$ cat src/rtl/skli_pkg.sv
// Shared constants and types for the sorted key list intersection unit.
// No dependencies; imported by every module of the block.
`default_nettype none

package skli_pkg;

    localparam int KEY_W          = 128;
    localparam int HALF_W         = 64;
    localparam int LIST_DEPTH_DEF = 16;
    localparam int MATCH_W        = 5;

    localparam logic [MATCH_W-1:0] MATCH_MAX = 5'd31;

    typedef struct packed {
        logic               busy;
        logic               done;
        logic [MATCH_W-1:0] total;
    } t_walk_stat;

endpackage

`default_nettype wire

$ cat src/rtl/sorted_key_list_intersection_unit.sv
// Top level of the sorted key list intersection unit: load control and result register.
// Depends on skli_pkg, skli_key_mem and skli_walker.
`default_nettype none

// Each item carries one 128-bit key of list A and one of list B and is
// stored; items beyond LIST_DEPTH in a set are dropped. The item marked
// last closes the set: the block then stops taking items until the count
// has moved to the result register. It first primes the key store read
// ports and then walks both lists at one pointer step per cycle until
// either list runs out. It then holds the count while an earlier result
// still waits to be taken and hands it to the output register. The walk is
// bounded by the single read port of each key store. The result register
// lets the next set load while a result waits to be taken.
module sorted_key_list_intersection_unit #(
    parameter  int LIST_DEPTH = skli_pkg::LIST_DEPTH_DEF,
    localparam int CW         = $clog2(LIST_DEPTH + 1),
    localparam int IW         = (LIST_DEPTH > 1) ? $clog2(LIST_DEPTH) : 1
) (
    input  wire logic                         i_clk,
    input  wire logic                         i_rst_n,
    input  wire logic                         i_in_valid,
    output logic                              o_in_ready,
    input  wire logic [skli_pkg::HALF_W-1:0]  i_a_high,
    input  wire logic [skli_pkg::HALF_W-1:0]  i_a_low,
    input  wire logic [skli_pkg::HALF_W-1:0]  i_b_high,
    input  wire logic [skli_pkg::HALF_W-1:0]  i_b_low,
    input  wire logic                         i_last_pair,
    output logic                              o_out_valid,
    input  wire logic                         i_out_ready,
    output logic                              o_match_found,
    output logic      [skli_pkg::MATCH_W-1:0] o_match_total
);
    import skli_pkg::*;

    logic               in_accept;
    logic               wr_en;
    logic               start;
    logic [CW-1:0]      len;
    logic [CW-1:0]      r_fill;
    logic [IW-1:0]      a_rd_addr;
    logic [IW-1:0]      b_rd_addr;
    logic [KEY_W-1:0]   a_key;
    logic [KEY_W-1:0]   b_key;
    logic               res_ack;
    t_walk_stat         stat;
    logic               r_out_valid;
    logic               r_match_found;
    logic [MATCH_W-1:0] r_match_total;

    assign o_in_ready = !stat.busy;
    assign in_accept  = i_in_valid && o_in_ready;
    assign wr_en      = in_accept && (r_fill != CW'(LIST_DEPTH));
    assign start      = in_accept && i_last_pair;
    assign len        = wr_en ? r_fill + CW'(1) : r_fill;
    assign res_ack    = stat.done && (!r_out_valid || i_out_ready);

    skli_key_mem #(
        .DEPTH (LIST_DEPTH)
    ) u_mem_a (
        .i_clk     (i_clk),
        .i_wr_en   (wr_en),
        .i_wr_addr (r_fill[IW-1:0]),
        .i_wr_data ({i_a_high, i_a_low}),
        .i_rd_addr (a_rd_addr),
        .o_rd_data (a_key)
    );

    skli_key_mem #(
        .DEPTH (LIST_DEPTH)
    ) u_mem_b (
        .i_clk     (i_clk),
        .i_wr_en   (wr_en),
        .i_wr_addr (r_fill[IW-1:0]),
        .i_wr_data ({i_b_high, i_b_low}),
        .i_rd_addr (b_rd_addr),
        .o_rd_data (b_key)
    );

    skli_walker #(
        .LIST_DEPTH (LIST_DEPTH)
    ) u_walker (
        .i_clk    (i_clk),
        .i_rst_n  (i_rst_n),
        .i_start  (start),
        .i_len    (len),
        .i_ack    (res_ack),
        .o_stat   (stat),
        .o_a_addr (a_rd_addr),
        .o_b_addr (b_rd_addr),
        .i_a_key  (a_key),
        .i_b_key  (b_key)
    );

    always_ff @(posedge i_clk) begin
        if (!i_rst_n) begin
            r_fill      <= '0;
            r_out_valid <= 1'b0;
        end else begin
            if (start) begin
                r_fill <= '0;
            end else if (wr_en) begin
                r_fill <= r_fill + CW'(1);
            end
            if (res_ack) begin
                r_out_valid <= 1'b1;
            end else if (i_out_ready) begin
                r_out_valid <= 1'b0;
            end
        end
    end

    always_ff @(posedge i_clk) begin
        if (res_ack) begin
            r_match_found <= stat.total != '0;
            r_match_total <= stat.total;
        end
    end

    assign o_out_valid   = r_out_valid;
    assign o_match_found = r_match_found;
    assign o_match_total = r_match_total;

    a_fill_bound: assert property (@(posedge i_clk) disable iff (!i_rst_n)
        r_fill <= CW'(LIST_DEPTH))
        else $error("fill count beyond list depth");

    a_last_starts_walk: assert property (@(posedge i_clk) disable iff (!i_rst_n)
        start |=> (stat.busy && !o_in_ready && r_fill == '0))
        else $error("last item did not start a walk");

    a_result_from_walk: assert property (@(posedge i_clk) disable iff (!i_rst_n)
        (o_out_valid && !$past(o_out_valid && !i_out_ready)) |-> $past(stat.done))
        else $error("result appeared without a finished walk");

    a_found_matches_total: assert property (@(posedge i_clk) disable iff (!i_rst_n)
        o_out_valid |-> (o_match_found == (o_match_total != '0)))
        else $error("found flag disagrees with match total");

endmodule

`default_nettype wire

$ cat src/rtl/skli_key_mem.sv
// Key store: one write port, one read port with registered read data.
// Depends on skli_pkg for the key width.
`default_nettype none

module skli_key_mem #(
    parameter  int DEPTH = skli_pkg::LIST_DEPTH_DEF,
    localparam int AW    = (DEPTH > 1) ? $clog2(DEPTH) : 1
) (
    input  wire logic                       i_clk,
    input  wire logic                       i_wr_en,
    input  wire logic [AW-1:0]              i_wr_addr,
    input  wire logic [skli_pkg::KEY_W-1:0] i_wr_data,
    input  wire logic [AW-1:0]              i_rd_addr,
    output logic      [skli_pkg::KEY_W-1:0] o_rd_data
);
    import skli_pkg::*;

    logic [KEY_W-1:0] mem [DEPTH];
    logic [KEY_W-1:0] r_rd_data;

    always_ff @(posedge i_clk) begin
        if (i_wr_en) begin
            mem[i_wr_addr] <= i_wr_data;
        end
        r_rd_data <= mem[i_rd_addr];
    end

    assign o_rd_data = r_rd_data;

endmodule

`default_nettype wire

$ cat src/rtl/skli_walker.sv
// Two-pointer merge walk over the A and B key stores.
// Depends on skli_pkg; drives the read ports of both skli_key_mem instances.
`default_nettype none

module skli_walker #(
    parameter  int LIST_DEPTH = skli_pkg::LIST_DEPTH_DEF,
    localparam int CW         = $clog2(LIST_DEPTH + 1),
    localparam int IW         = (LIST_DEPTH > 1) ? $clog2(LIST_DEPTH) : 1
) (
    input  wire logic                       i_clk,
    input  wire logic                       i_rst_n,
    input  wire logic                       i_start,
    input  wire logic [CW-1:0]              i_len,
    input  wire logic                       i_ack,
    output skli_pkg::t_walk_stat            o_stat,
    output logic      [IW-1:0]              o_a_addr,
    output logic      [IW-1:0]              o_b_addr,
    input  wire logic [skli_pkg::KEY_W-1:0] i_a_key,
    input  wire logic [skli_pkg::KEY_W-1:0] i_b_key
);
    import skli_pkg::*;

    typedef enum logic [1:0] {
        ST_IDLE,
        ST_PRIME,
        ST_WALK,
        ST_HOLD
    } t_state;

    t_state             r_state, n_state;
    logic [CW-1:0]      r_i, n_i;
    logic [CW-1:0]      r_j, n_j;
    logic [CW-1:0]      r_len, n_len;
    logic [MATCH_W-1:0] r_cnt, n_cnt;
    logic               b_lt;
    logic               key_eq;

    assign b_lt   = i_b_key < i_a_key;
    assign key_eq = i_b_key == i_a_key;

    always_comb begin
        n_state = r_state;
        n_i     = r_i;
        n_j     = r_j;
        n_len   = r_len;
        n_cnt   = r_cnt;
        case (r_state)
            ST_IDLE: begin
                if (i_start) begin
                    n_state = ST_PRIME;
                    n_i     = '0;
                    n_j     = '0;
                    n_len   = i_len;
                    n_cnt   = '0;
                end
            end
            ST_PRIME: begin
                n_state = ST_WALK;
            end
            ST_WALK: begin
                if (b_lt) begin
                    n_j = r_j + CW'(1);
                    if (n_j == r_len) begin
                        n_state = ST_HOLD;
                    end
                end else begin
                    if (key_eq && r_cnt != MATCH_MAX) begin
                        n_cnt = r_cnt + MATCH_W'(1);
                    end
                    n_i = r_i + CW'(1);
                    if (n_i == r_len) begin
                        n_state = ST_HOLD;
                    end
                end
            end
            ST_HOLD: begin
                if (i_ack) begin
                    n_state = ST_IDLE;
                end
            end
            default: begin
                n_state = ST_IDLE;
            end
        endcase
    end

    always_ff @(posedge i_clk) begin
        if (!i_rst_n) begin
            r_state <= ST_IDLE;
            r_i     <= '0;
            r_j     <= '0;
            r_len   <= '0;
            r_cnt   <= '0;
        end else begin
            r_state <= n_state;
            r_i     <= n_i;
            r_j     <= n_j;
            r_len   <= n_len;
            r_cnt   <= n_cnt;
        end
    end

    assign o_a_addr     = n_i[IW-1:0];
    assign o_b_addr     = n_j[IW-1:0];
    assign o_stat.busy  = r_state != ST_IDLE;
    assign o_stat.done  = r_state == ST_HOLD;
    assign o_stat.total = r_cnt;

endmodule

`default_nettype wire

$ cat config.mk
export PLATFORM = sky130hd
export DESIGN_NAME = sorted_key_list_intersection_unit
export DESIGN_NICKNAME = d
export VERILOG_FILES = /design/src/rtl/skli_pkg.sv /design/src/rtl/sorted_key_list_intersection_unit.sv /design/src/rtl/skli_key_mem.sv /design/src/rtl/skli_walker.sv
export SDC_FILE = /design/constraint.sdc
export NUM_CORES = 2
export LEC_CHECK = 0
export CORE_UTILIZATION = 55
export CTS_CLUSTER_SIZE = 8
export DETAILED_ROUTE_END_ITERATION = 12
export DONT_BUFFER_PORTS = 1
export HOLD_SLACK_MARGIN = 0.06
export PLACE_DENSITY = 0.79
export SETUP_SLACK_MARGIN = 0.05
export SYNTH_ARGS = -nofsm -noshare
export SYNTH_HDL_FRONTEND = slang
export SYNTH_SLANG_ARGS = --single-unit
$ cat constraint.sdc
create_clock -name i_clk -period 37.9 [get_ports i_clk]
set_input_delay 7.58 -clock i_clk [delete_from_list [all_inputs] [get_ports i_clk]]
set_output_delay 7.58 -clock i_clk [all_outputs]
set_load 0.005 [all_outputs]
Word-level counts from Yosys, hierarchy flattened
Memory sizes are Yosys's and may differ from the RTL's. A register that Yosys moved wholly into a read port is not among the register bits.
Index checks and enable logic that the tools add are counted.
{"block": "totals", "reg_bits": 34, "latchBits": 0, "mem_bits_rw": 4096, "romBits": 0, "out_inout_bits": 8, "elab_cells": 74, "mem_count": 2}
{"name": "u_mem_a.mem", "depth": 16, "width": 128, "read_ports": 1, "rd_clocked_by_memory_dff": 1, "wr": 1, "line": "skli_key_mem.sv:18", "rtl": "logic [KEY_W-1:0] mem [DEPTH];"}
{"name": "u_mem_b.mem", "depth": 16, "width": 128, "read_ports": 1, "rd_clocked_by_memory_dff": 1, "wr": 1, "line": "skli_key_mem.sv:18"}
{"block": "op_classes", "add_sub_neg": 4, "n_mul": 0, "div_mod_pow": 0, "n_lt_le_gt_ge": 1, "eq_ne": 15, "shift": 0, "n_mux": 21, "bitwise_logic": 1, "reduce_logical": 19}
{"operator": "equality test 128 bit", "count": 1}
{"operator": "less-than comparator 128 bit", "count": 1}
{"operator": "two-way mux 5 bit", "count": 8}
{"operator": "case mux 5 bit (2 select lines)", "count": 3}
{"operator": "adder 5 x 1 -> 5 bit, second input constant", "count": 4}
{"operator": "equality test 5 bit", "count": 2}
{"operator": "two-way mux 2 bit", "count": 5}
{"operator": "inequality test 5 bit, second input constant", "count": 2}
{"operator": "case mux 2 bit (4 select lines)", "count": 1}
{"operator": "AND reduction 4 bit", "count": 2}
{"operator": "inequality test 2 bit, second input constant", "count": 3}
{"operator": "AND reduction 3 bit", "count": 2}
{"operator": "nonzero test 2 bit", "count": 3}
{"operator": "logical AND 1 bit", "count": 5}
{"operator": "nonzero test 5 bit", "count": 1}
{"operator": "equality test 2 bit, second input constant", "count": 2}
{"operator": "two-way mux 1 bit", "count": 4}
{"operator": "inequality test 2 x 1 -> 1 bit, second input constant", "count": 2}
{"operator": "inequality test 3 x 1 -> 1 bit, second input constant", "count": 1}
{"operator": "inequality test 3 bit, second input constant", "count": 1}
{"operator": "equality test 2 x 1 -> 1 bit, second input constant", "count": 1}
{"operator": "zero test 1 bit", "count": 2}
{"operator": "zero test 2 bit", "count": 1}
{"operator": "AND reduction 2 bit", "count": 1}
{"operator": "other kinds (3)", "count": 3}

Longest topological paths before layout
{"block": "logic_depth", "ltp_word": 6, "depth_mapped": 19}

Hierarchy
A second synthesis with hierarchy kept.
{"block": "unflattened", "cells_unflattened": 7435, "hier_area_um2": 164147.4}
{"mod": "skli_key_mem at u_mem_b", "instances": 1, "cells_per_inst": 3354, "area_per_inst_um2": 79487.5}
{"mod": "skli_key_mem at u_mem_a", "instances": 1, "cells_per_inst": 3365, "area_per_inst_um2": 79331.1}
{"mod": "skli_walker", "instances": 1, "cells_per_inst": 661, "area_per_inst_um2": 4784.6}
{"mod": "sorted_key_list_intersection_unit", "instances": 1, "cells_per_inst": 55, "area_per_inst_um2": 544.3}

Worst setup path after synthesis
Ideal clock, no wire load.
{"block": "synth_timing", "path_kind": "in2reg", "start": "in i_in_valid", "end": "mem u_mem_a.mem[3][0], enable pin", "setup_time_ns": 1.185, "t_arrival_ns": 25.523, "path_slack_ns": 11.192, "stages": 4, "path_buffers": 0, "path_cell_list": "nand2_1 a31oi_1 nand2_1 nor3_1"}
{"block": "synth_between", "elab_chain_len": 4}
{"element": "start: declaration", "line": "sorted_key_list_intersection_unit.sv:21", "rtl": "input wire logic i_in_valid,"}
{"element": "logical AND 1 bit", "line": "sorted_key_list_intersection_unit.sv:51", "rtl": "assign in_accept = i_in_valid && o_in_ready;"}
{"element": "logical AND 1 bit", "line": "sorted_key_list_intersection_unit.sv:52", "rtl": "assign wr_en = in_accept && (r_fill != CW'(LIST_DEPTH));"}
{"element": "two-way mux 1 bit", "line": "skli_key_mem.sv:22", "rtl": "if (i_wr_en) begin"}
{"element": "two-way mux 1 bit (implied by the code)", "line": "skli_key_mem.sv:23", "rtl": "mem[i_wr_addr] <= i_wr_data;"}
{"element": "end: declaration", "line": "skli_key_mem.sv:18"}
No other way between the ends.

Final worst setup path
{"block": "layout_timing", "start": "in i_in_valid", "end": "reg u_mem_a.r_rd_data[63] (netlist: u_mem_a.o_rd_data[63]), read port of u_mem_a.mem"}
{"block": "layout_between", "elab_chain_len": 4}
{"element": "logical AND 1 bit", "line": "sorted_key_list_intersection_unit.sv:51"}
{"element": "logical AND 1 bit", "line": "sorted_key_list_intersection_unit.sv:53", "rtl": "assign start = in_accept && i_last_pair;"}
{"element": "two-way mux 5 bit", "line": "skli_walker.sv:49", "rtl": "if (i_start) begin"}
{"element": "case mux 5 bit (2 select lines)", "line": "skli_walker.sv:47", "rtl": "case (r_state)"}
{"element": "end: declaration", "line": "skli_key_mem.sv:19", "rtl": "logic [KEY_W-1:0] r_rd_data;"}
No other way between the ends. The select of a mux whose other input is x is not followed.
A chain may end at the register's enable or synchronous reset.

==> out/qor.txt <==
status = finished, final reports clean
TritonCTS Buffers = 623
P_leak = 63.8 nW
largest net degree at the start of global routing = 206
vias in the first global route = 107000
Synth Area in Adders = 0.0103
Seq cells post-synth = 4386
H-tree levels = 6
I/O Pins = 269
Die Wd = 557 µm
most used cell, CP = buf_4
Setup crit end kind = flip-flop
post-synth cell types = 68
compound-gate portion of the synthesized area = 0.0404
Req. time, crit path = 38.71 ns
Detailed Route WL = 472000 µm
Skew-Pair Late Insertion Delay = 0.99 ns
RSZ-0062 raised after global routing = no
Synth Instances = 12000
Max VDD drop = 0.0646 mV
# rows = 203
Antenna Nets Post-Route = 0
routed via count = 107000
final net count = 12500
clk sinks = 4386
die area = 310000 µm²
vias per cell = 6.42
Routed WL per cell = 28.4 µm
Layout Utilization = 0.623
grt ovf = 0
CP delay by family, top = buffers and inverters
Main synth FF type = edfxtp_1
number of setup violations in the final report = 0
startpoint type of the worst setup path = input port
share of layout cells above drive strength 1 = 0.0722
fill count = 20400
max_slew headroom = 0.0922
Ys Warns = 0
Die Height = 557 µm
pins over their slew limit = 0
starting density of the core = 0.553
largest family of logic cells by synthesized area = simple AND/OR/NAND/NOR gates
CTS tree = built
most frequent cell after synthesis = edfxtp_1
crit path cell chain = nand3_1 > o21ai_0 > o31ai_2 > a32o_4 > buf_4 > buf_4 > buf_4 > buf_4 > mux2i_1 > mux2i_1 > a32oi_1 > nand3_1
# resized after CTS = 0
share of the synthesized area in the top cell type = 0.727
DRT iter0 DRCs = 15700
routability cong. = 0.826
post-DP HPWL = 237000 µm
clk buf depth = 4
# port buffers = 0
post-synthesis simple-gate area fraction = 0.126
Synth area leaders = edfxtp_1 (73%), nand2_1 (6.9%), nand3_1 (4.7%)
path category of the worst min-delay check = reg2reg
Synth area leader = edfxtp_1
Area growth syn-to-layout = 12.5%
Remaining DRCs = 0
Hold Fails Final Rpt = 0
Crit path buffers/inverters = 4
worst setup path class = in2reg
core area = 306000 µm²
Post-Syn Area = 169000 µm²
clock skew = 0.0956 ns
Largest stage delay, worst path = 0.93 ns
post-synthesis mux area share = 0.0348
sequential cell area fraction in the yosys report = 0.761
critical path's slowest cell = buf_4
number of flops mapped to enable cells by yosys = 4102
PwrDens = 65.5 nW/µm²
Synth Area per Inst = 14.1 µm²
final critical-path required period = 12.36 ns
async set-reset flop share out of synthesis = 0
Max Fclk = 80.9 MHz
Setup TNS = 0 ns
period utilization = 0.326
post-synth net total = 12400
initial antenna violation count = 16
first-pass GRT wire length = 680000 µm
postcts setup bufs = 0
Max Cap Viol = 0
CP arrival = 13.17 ns
xor and xnor fraction of the mapped netlist area = 0.000983
clk slew on worst S/H paths = 0.05 ns
GRT Total Usage = 0.298
crit path max fanout = 83
CTS root buf = clkbuf_16
router iterations before antenna repair = 8
hold buffers post-CTS = 0
Worst Tran Pin Value = 1.36 ns
Synth top cells by count = edfxtp_1 (4102), nand2_1 (3109), nand3_1 (1583)
where the power goes:
| group | internal [mW] | total, mW | switching, mW |
|---|---|---|---|
| sequential | 5.61 | 5.83 | 0.224 |
| clock | 3.10 | 5.14 | 2.04 |
| combinational | 0.455 | 1.50 | 1.05 |
worst paths after layout:
check / end / start / slack [ns] / cells past startpoint
worst max-delay path: u_mem_a.o_rd_data[63] / i_in_valid / 25.54 / 12
worst min-delay path: o_match_total[3] / u_walker.r_cnt[3] / 0.49 / 0
worst max register to register: u_mem_a.o_rd_data[63] / u_mem_a.o_rd_data[62] / 28.94 / 17
worst min register to register: o_match_total[3] / u_walker.r_cnt[3] / 0.49 / 0
per-stage QoR:
stage	cell area, µm²	hold slack [ns]	total power [mW]	setup slack, ns	cells
3_5_place_dp	172000	0.496	7.35	24.77	15600
6_report	191000	0.490	12.5	25.54	16600
2_1_floorplan	169000	0.446	6.79	11.19	12000
4_1_cts	191000	0.499	12.5	25.62	16600
5_1_grt	191000	0.517	12.8	25.29	16600
3_3_place_gp	172000	0.473	7.28	24.93	15600
flip-flops by register name, indices dropped and copies added (netlist names):
| name | flops |
|---|---|
| u_walker.r_i | 5 |
| u_mem_a.o_rd_data | 128 |
| u_walker.r_state | 2 |
| u_walker.r_len | 5 |
| r_fill | 5 |
| o_match_found | 1 |
| u_walker.r_cnt | 5 |
| u_mem_a.mem | 2048 |
| u_mem_b.o_rd_data | 128 |
| o_out_valid | 1 |
| o_match_total | 5 |
| u_mem_b.mem | 2048 |
| u_walker.r_j | 5 |
final cells by class:
type / count / area (µm²) / area share
Tap cell: 4100 / 5130 / 0.0269
Timing Repair Buffer: 172 / 1570 / 0.00822
Inverter: 141 / 529 / 0.00278
Clock buffer: 1000 / 17100 / 0.0898
Multi-Input combinational cell: 6758 / 36300 / 0.190
Antenna cell: 17 / 42.5 / 0.000223
Sequential cell: 4386 / 129000 / 0.676
Clock inverter: 52 / 1040 / 0.00548
routing by layer:
metal	global-route usage	part of all wire
met5	0	0.00012
met2	0.476	0.47
met3	0.0732	0.13
met4	0.189	0.068
met1	0.364	0.34
placed cells by master, fill, tap and decap left out, types with 9 or more instances in the layout:
cell,count
nor2_1,47
buf_12,22
nor2_4,18
o21ai_0,18
nand2_1,3108
inv_6,11
a22oi_1,19
clkbuf_16,628
a21oi_1,346
a211o_1,9
inv_1,141
inv_16,11
nor3_1,10
dfxtp_1,284
diode_2,17
edfxtp_1,4102
a211oi_1,9
a32oi_1,221
nand3_1,1581
a221o_1,16
and3_1,14
mux2i_1,588
clkbuf_1,372
o21ai_1,88
a221oi_1,87
nand4_1,166
ha_1,140
a31oi_1,145
clkinv_16,17
clkinv_8,11
xnor2_1,11
buf_4,150
cells by family after synthesis:
group,after synthesis
adders and majority gates,140
buffers and inverters,872
muxes,589
AOI/OAI and AO/OA,1016
DFF,4386
and+or+nand+nor,4994
xor gates and xnor gates,19
Power figures use the tool's default switching activity.
